==> config.mk <==
export PLATFORM = sky130hd
export DESIGN_NAME = sensor_change_event_encoder_unit
export DESIGN_NICKNAME = d
export VERILOG_FILES = /design/src/hw/rtl/sce_pkg.sv /design/src/hw/rtl/sensor_change_event_encoder_unit.sv /design/src/hw/rtl/sce_store.sv /design/src/hw/rtl/sce_find.sv
export SDC_FILE = /design/constraint.sdc
export NUM_CORES = 1
export LEC_CHECK = 0
export ABC_CLOCK_PERIOD_IN_PS = 4050
export BUFFER_PORTS_ARGS = -buffer_cell sky130_fd_sc_hd__buf_2
export CELL_PAD_IN_SITES_DETAIL_PLACEMENT = 2
export CELL_PAD_IN_SITES_GLOBAL_PLACEMENT = 2
export CORE_ASPECT_RATIO = 1.1
export CORE_MARGIN = 4
export CORE_UTILIZATION = 29
export DETAILED_ROUTE_END_ITERATION = 12
export HOLD_SLACK_MARGIN = 0.15
export PLACE_DENSITY = 0.68
export SLEW_MARGIN = 20
export SYNTH_ARGS = -nofsm -noshare
export SYNTH_HDL_FRONTEND = slang
export SYNTH_HIERARCHICAL = 1
export SYNTH_SLANG_ARGS = --single-unit
==> constraint.sdc <==
create_clock -name i_clk -period 4.05 [get_ports i_clk]
set_input_delay 0.405 -clock i_clk [delete_from_list [all_inputs] [get_ports i_clk]]
set_output_delay 0.405 -clock i_clk [all_outputs]
set_load 0.1 [all_outputs]
==> src/hw/rtl/sce_pkg.sv <==
// ----------------------------------------------------------------------------
// sce_pkg: shared types and constants of the sensor change event encoder
// Word formats of both channels, the stored per-module entry and the
// layout of the change mask that the scan unit walks through.
// ----------------------------------------------------------------------------
package sce_pkg;

    localparam int BITS_PER_BYTE = 8;
    localparam int GROUPS        = 4;
    localparam int MASK_W        = GROUPS * BITS_PER_BYTE;
    localparam int POS_W         = $clog2(MASK_W);
    localparam int BIT_W         = $clog2(BITS_PER_BYTE);
    localparam int MOD_W         = 3;
    localparam int SENSOR_W      = 5;
    // wide enough to compare an index against any module count
    localparam int CMP_W         = 6;

    typedef struct packed {
        logic [MOD_W-1:0]         module_index;
        logic [BITS_PER_BYTE-1:0] byte_a;
        logic [BITS_PER_BYTE-1:0] byte_b;
    } t_in_word;

    typedef struct packed {
        logic [MOD_W-1:0]    event_module;
        logic [SENSOR_W-1:0] sensor_number;
        logic                released;
        logic                last_of_run;
    } t_out_word;

    // one module's stored reading
    typedef struct packed {
        logic                     primed;
        logic [BITS_PER_BYTE-1:0] prev_a;
        logic [BITS_PER_BYTE-1:0] prev_b;
    } t_entry;

    // result of the lowest-set-bit search
    typedef struct packed {
        logic             hit;
        logic [POS_W-1:0] pos;
    } t_find;

endpackage

==> src/hw/rtl/sensor_change_event_encoder_unit.sv <==
// ----------------------------------------------------------------------------
// sensor_change_event_encoder_unit: sensor change event encoder
// Turns sensor module readings into one event word per changed sensor bit.
// ----------------------------------------------------------------------------
// Each input word carries a module index and the two sensor bytes of that
// module. The unit compares them with the bytes it stored for the module and
// sends one output word per changed bit: first bits newly set in byte A, then
// in byte B, then bits cleared in A, then in B, lowest bit first in each
// group. sensor_number is 8 minus the bit position, plus 8 for byte B.
// The first reading of a module only stores its bytes; a reading with an
// index of MODULES or more is dropped. The change mask is built in the cycle
// the word is taken, then one shared lowest-set-bit unit picks out one event
// per cycle while the output register is free to take it; a reading with no
// event leaves the unit ready for the next reading. Input ready is low while
// events are being sent, but a finished event may sit in the output register
// while the next reading is taken.
// ----------------------------------------------------------------------------
module sensor_change_event_encoder_unit #(
    parameter int MODULES = 5
) (
    input  logic                  i_clk,
    input  logic                  i_rst_n,
    input  logic                  i_in_valid,
    output logic                  o_in_ready,
    input  sce_pkg::t_in_word     i_in_word,
    output logic                  o_out_valid,
    input  logic                  i_out_ready,
    output sce_pkg::t_out_word    o_out_word
);
    import sce_pkg::*;

    localparam int IDX_W = (MODULES > 1) ? $clog2(MODULES) : 1;

    typedef enum logic {
        S_IDLE,
        S_SCAN
    } t_state;

    // sequencer and output register
    t_state           r_state,     n_state;
    logic [MASK_W-1:0] r_mask,     n_mask;
    logic [MOD_W-1:0] r_module,    n_module;
    logic             r_out_valid, n_out_valid;
    t_out_word        r_out_word,  n_out_word;

    logic             accept;
    logic             in_range;
    logic [CMP_W-1:0] idx_ext;
    logic [IDX_W-1:0] idx;
    t_entry           rd_entry;
    logic [MASK_W-1:0] new_mask;
    t_find            find;
    logic             slot_free;
    logic             emit;
    logic [MASK_W-1:0] rest_mask;
    logic [BIT_W-1:0] bit_pos;
    logic             high_half;

    // ---- input side ----
    assign o_in_ready = (r_state == S_IDLE);
    assign accept     = i_in_valid && o_in_ready;
    assign idx_ext    = CMP_W'(i_in_word.module_index);
    assign in_range   = idx_ext < CMP_W'(MODULES);
    assign idx        = idx_ext[IDX_W-1:0];

    sce_store #(
        .MODULES (MODULES)
    ) u_store (
        .i_clk      (i_clk),
        .i_rst_n    (i_rst_n),
        .i_rd_idx   (idx),
        .o_rd_entry (rd_entry),
        .i_wr_en    (accept && in_range),
        .i_wr_idx   (idx),
        .i_wr_a     (i_in_word.byte_a),
        .i_wr_b     (i_in_word.byte_b)
    );

    // group order from the low end: set in A, set in B, cleared in A, cleared in B
    assign new_mask = {rd_entry.prev_b & ~i_in_word.byte_b,
                       rd_entry.prev_a & ~i_in_word.byte_a,
                       i_in_word.byte_b & ~rd_entry.prev_b,
                       i_in_word.byte_a & ~rd_entry.prev_a};

    // ---- shared search unit ----
    sce_find u_find (
        .i_mask (r_mask),
        .o_find (find)
    );

    // an event may be loaded when the output register is empty or draining
    assign slot_free = !r_out_valid || i_out_ready;
    assign emit      = (r_state == S_SCAN) && slot_free;
    assign rest_mask = r_mask & ~(MASK_W'(1) << find.pos);
    assign bit_pos   = find.pos[BIT_W-1:0];
    assign high_half = find.pos[BIT_W];

    always_comb begin
        n_state     = r_state;
        n_mask      = r_mask;
        n_module    = r_module;
        n_out_word  = r_out_word;
        n_out_valid = r_out_valid && !i_out_ready;
        unique case (r_state)
            S_IDLE: begin
                // unprimed module: bytes only stored, no events
                if (accept && in_range && rd_entry.primed && (new_mask != '0)) begin
                    n_state  = S_SCAN;
                    n_mask   = new_mask;
                    n_module = i_in_word.module_index;
                end
            end
            S_SCAN: begin
                if (emit) begin
                    n_mask                   = rest_mask;
                    n_out_valid              = 1'b1;
                    n_out_word.event_module  = r_module;
                    n_out_word.sensor_number = SENSOR_W'(BITS_PER_BYTE)
                                             - SENSOR_W'(bit_pos)
                                             + (high_half ? SENSOR_W'(BITS_PER_BYTE)
                                                          : SENSOR_W'(0));
                    n_out_word.released      = find.pos[POS_W-1];
                    n_out_word.last_of_run   = (rest_mask == '0);
                    if (rest_mask == '0) begin
                        n_state = S_IDLE;
                    end
                end
            end
            default: begin
                n_state = S_IDLE;
            end
        endcase
    end

    always_ff @(posedge i_clk) begin
        if (!i_rst_n) begin
            r_state     <= S_IDLE;
            r_out_valid <= 1'b0;
        end else begin
            r_state     <= n_state;
            r_out_valid <= n_out_valid;
        end
        r_mask     <= n_mask;
        r_module   <= n_module;
        r_out_word <= n_out_word;
    end

    assign o_out_valid = r_out_valid;
    assign o_out_word  = r_out_word;

`ifndef ASSERT_OFF
    // a scan never runs on an empty mask
    a_scan_mask: assert property (@(posedge i_clk) disable iff (!i_rst_n)
        (r_state == S_SCAN) |-> (r_mask != '0))
        else $error("scan with empty change mask");

    // every emitted event retires exactly one mask bit
    a_one_bit: assert property (@(posedge i_clk) disable iff (!i_rst_n)
        emit |=> ($countones(r_mask) == $countones($past(r_mask)) - 1))
        else $error("event did not retire one change bit");

    // the last event of a reading frees the input side
    a_last_idle: assert property (@(posedge i_clk) disable iff (!i_rst_n)
        (emit && (rest_mask == '0)) |=> o_in_ready)
        else $error("input not ready after last event");

    // sensor numbers stay within 1..16
    a_sensor_rng: assert property (@(posedge i_clk) disable iff (!i_rst_n)
        o_out_valid |-> ((o_out_word.sensor_number >= SENSOR_W'(1)) &&
                         (o_out_word.sensor_number <= SENSOR_W'(2 * BITS_PER_BYTE))))
        else $error("sensor number out of range");

    // events only name modules that exist
    a_module_rng: assert property (@(posedge i_clk) disable iff (!i_rst_n)
        o_out_valid |-> (CMP_W'(o_out_word.event_module) < CMP_W'(MODULES)))
        else $error("event for unknown module");
`endif

endmodule

==> src/hw/rtl/sce_store.sv <==
// ----------------------------------------------------------------------------
// sce_store: per-module store of the previous sensor bytes
// One entry per module, with a read index and a separate write index; the primed flags
// are cleared by reset, the bytes are only meaningful once primed.
// ----------------------------------------------------------------------------
module sce_store #(
    parameter int  MODULES = 5,
    localparam int IDX_W   = (MODULES > 1) ? $clog2(MODULES) : 1
) (
    input  logic                                i_clk,
    input  logic                                i_rst_n,
    input  logic [IDX_W-1:0]                    i_rd_idx,
    output sce_pkg::t_entry                     o_rd_entry,
    input  logic                                i_wr_en,
    input  logic [IDX_W-1:0]                    i_wr_idx,
    input  logic [sce_pkg::BITS_PER_BYTE-1:0]   i_wr_a,
    input  logic [sce_pkg::BITS_PER_BYTE-1:0]   i_wr_b
);
    import sce_pkg::*;

    logic [MODULES-1:0]       r_primed;
    logic [BITS_PER_BYTE-1:0] r_prev_a [MODULES];
    logic [BITS_PER_BYTE-1:0] r_prev_b [MODULES];

    always_ff @(posedge i_clk) begin
        if (!i_rst_n) begin
            r_primed <= '0;
        end else if (i_wr_en) begin
            r_primed[i_wr_idx] <= 1'b1;
        end
    end

    // bytes need no reset: an unprimed entry is never compared
    always_ff @(posedge i_clk) begin
        if (i_wr_en) begin
            r_prev_a[i_wr_idx] <= i_wr_a;
            r_prev_b[i_wr_idx] <= i_wr_b;
        end
    end

    always_comb begin
        o_rd_entry.primed = r_primed[i_rd_idx];
        o_rd_entry.prev_a = r_prev_a[i_rd_idx];
        o_rd_entry.prev_b = r_prev_b[i_rd_idx];
    end

endmodule

==> src/hw/rtl/sce_find.sv <==
// ----------------------------------------------------------------------------
// sce_find: lowest set bit search over the change mask
// Priority encoder shared by every event of a reading.
// ----------------------------------------------------------------------------
module sce_find (
    input  logic [sce_pkg::MASK_W-1:0] i_mask,
    output sce_pkg::t_find             o_find
);
    import sce_pkg::*;

    always_comb begin
        o_find.hit = |i_mask;
        o_find.pos = '0;
        // walk downwards so the lowest set bit wins
        for (int i = MASK_W - 1; i >= 0; i--) begin
            if (i_mask[i]) begin
                o_find.pos = POS_W'(i);
            end
        end
    end

endmodule
==> results.ini <==
[outcome]
status=finished, final reports clean

[sta]
fin_crit_ns=3.63
maxSlewViolCount=0
fin_worst_skew_ns=0.00774
setup_viol=0
relSlewSlack=0.287
tightestPinTransition_ns=1.07
min_period_over_period=0.897
max_freq_ghz=0.275
hold_violations=0
holdWs_ns=0.250
finalSetupTns_ns=0
grt_setup_unrepaired=false

[job]
maxCapViolCount=0

[routing]
wl_per_cell_um=22.9
wl_mm=19.4
antenna_left=0
dr.first_iter.drc_count=334
dr.pass1.iters=4
vias=4400
drc_errors=0
viasPerCell=5.20

[pwr]
fin_total_pwr_mw=3.33
powerDensity_nw_per_um2=437
irDropWorstVdd_uv=287
p_leak_nw=2.72

[grt]
grt_pass1_vias=4889
globalRouteOverflowTotal=0
grt_pass1_wl_mm=29.9
grt_max_degree=33
grt_use_total=0.163
antenna_found_initial=0

[clocking]
postCtsHoldBufs=0
clock_path_buffers=2
cts_tree=built
clkSlewWorstSetupHoldPaths_ns=0.06
cts_max_level=4
cts-root-buf=clkbuf_16
clock_latency_ns=0.42
cts_resized=0
numCtsBuffers=17
post_cts_buffers=0
cts_sinks=132

[synthesis]
syn_area_per_cell_um2=13.0
synthesis.area_um2=6440
synth_nets=527
synth_cells=496
ys_warn_count=6

[critical_path]
worstPathArrival_ns=3.94
worstPathCellList=nor3b_1 -> nor3_1 -> o31ai_1 -> o2111ai_1 -> a221oi_2 -> ha_1 -> nand2b_1 -> o31ai_1 -> nand4_1 -> nor4_1 -> buf_4 -> a41o_1 -> a21boi_1
cp_slowest_cell=edfxtp_1
critical_path_class=flop to flop
r2r_slack_ns=0.42
worstReg2RegEnd=r_state$_SDFF_PN0_
path_max_fanout=6
reg2regPathDepth=13
r2r_start=r_mask[30]$_DFFE_PP_
cp_data_required_time_ns=4.35
cp-startpoint=r_mask[30]$_DFFE_PP_
setup.worst_path.start_class=flop
cpPeakStageDelay_ns=0.50
crit_path_frequent_cell=o31ai_1
endpoint_kind=flop

[min_path]
min_to=u_store/r_prev_a[3][0]$_DFFE_PP_
worstHoldStart=i_in_word[8]
hold_depth=1
hold_class=input pin to flop

[cells_and_area]
fin_nets=574
multi_input_area_um2=2330
drive_gt1_frac=0.201
fillCellCount=2315
diodes=0
utilization=0.353
regArea_um2=3890
area_delta_synth_final_pct=18.2

[floorplanning]
ios=35
die_x_um=150
dieHeight_um=164
core_area_um2=21600
start_util=0.298
row_count=56
die_area_um2=24600

[placed_design]
dpl.hpwl_mm=13.9
gp_congestion=0.904
port_buffers=34

[area by class of cell]
class | instances | area share
Inverter | 30 | 0.0148
Clock buffer | 19 | 0.0582
Sequential cell | 132 | 0.512
Tap cell | 290 | 0.0477
Timing Repair Buffer | 48 | 0.0395
Multi-Input combinational cell | 314 | 0.306
Clock inverter | 13 | 0.0227
[routing by layer]
| layer | global-route usage | part of all wire | routed length [um] |
|---|---|---|---|
| met1 | 0.196 | 0.42 | 8160 |
| met2 | 0.283 | 0.51 | 9930 |
| met3 | 0.0295 | 0.031 | 594 |
| met4 | 0.0761 | 0.037 | 713 |
| met5 | 0 | 0 | 0 |
[worst max-delay path: cells and delay by family, from the launching register on]
kind,cells,cell delay (ns)
flip-flops,1,0.50
AO/OA/AOI/OAI,6,1.61
AND/OR/NAND/NOR,5,0.95
buffers and inverters,1,0.16
adder cells (fa/ha/maj),1,0.29
[state kept, by name, indices dropped and copies added (netlist names)]
| signal | count |
|---|---|
| o_out_valid | 1 |
| o_out_word | 10 |
| r_mask | 32 |
| r_module | 3 |
| r_state | 1 |
| u_store/r_prev_a | 40 |
| u_store/r_prev_b | 40 |
| u_store/r_primed | 5 |
[power by group]
part           leakage, nW  switching, mW  internal, mW
Combinational         1.22          0.125        0.0636
Clock                0.299          0.618         0.997
Sequential            1.19         0.0106          1.51
[metrics by stage]
stage               setup WS (ns)  std cells  instance area, um^2
floorplan                    1.10        496                 6440
global placement            0.334        814                 6980
detailed placement          0.315        814                 6980
CTS                         0.272        846                 7600
global route                0.163        846                 7610
finish                      0.416        846                 7610
[layout by cell type (no fill, tap or decap), drive strengths merged, types with 7 or more instances in the layout]
cell,n
nor2b,17
edfxtp,125
nand2,14
a21oi,10
nand4,12
nand2b,44
o31ai,9
mux2i,36
o211ai,8
nor2,19
a221oi,17
o21ai,33
nor4,11
a211oi,17
inv,34
dfxtp,7
clkbuf,19
ha,8
nor3,9
buf,48
[worst max path at each step]
stage / end / slack, ns
6_report: r_state$_SDFF_PN0_ / 0.42
5_1_grt: r_state$_SDFF_PN0_ / 0.16
4_1_cts: r_state$_SDFF_PN0_ / 0.27
3_5_place_dp: r_state$_SDFF_PN0_ / 0.31
3_3_place_gp: r_state$_SDFF_PN0_ / 0.33
2_1_floorplan: o_out_word[0]$_DFFE_PP_ / 1.10
Power figures use the tool's default switching activity.
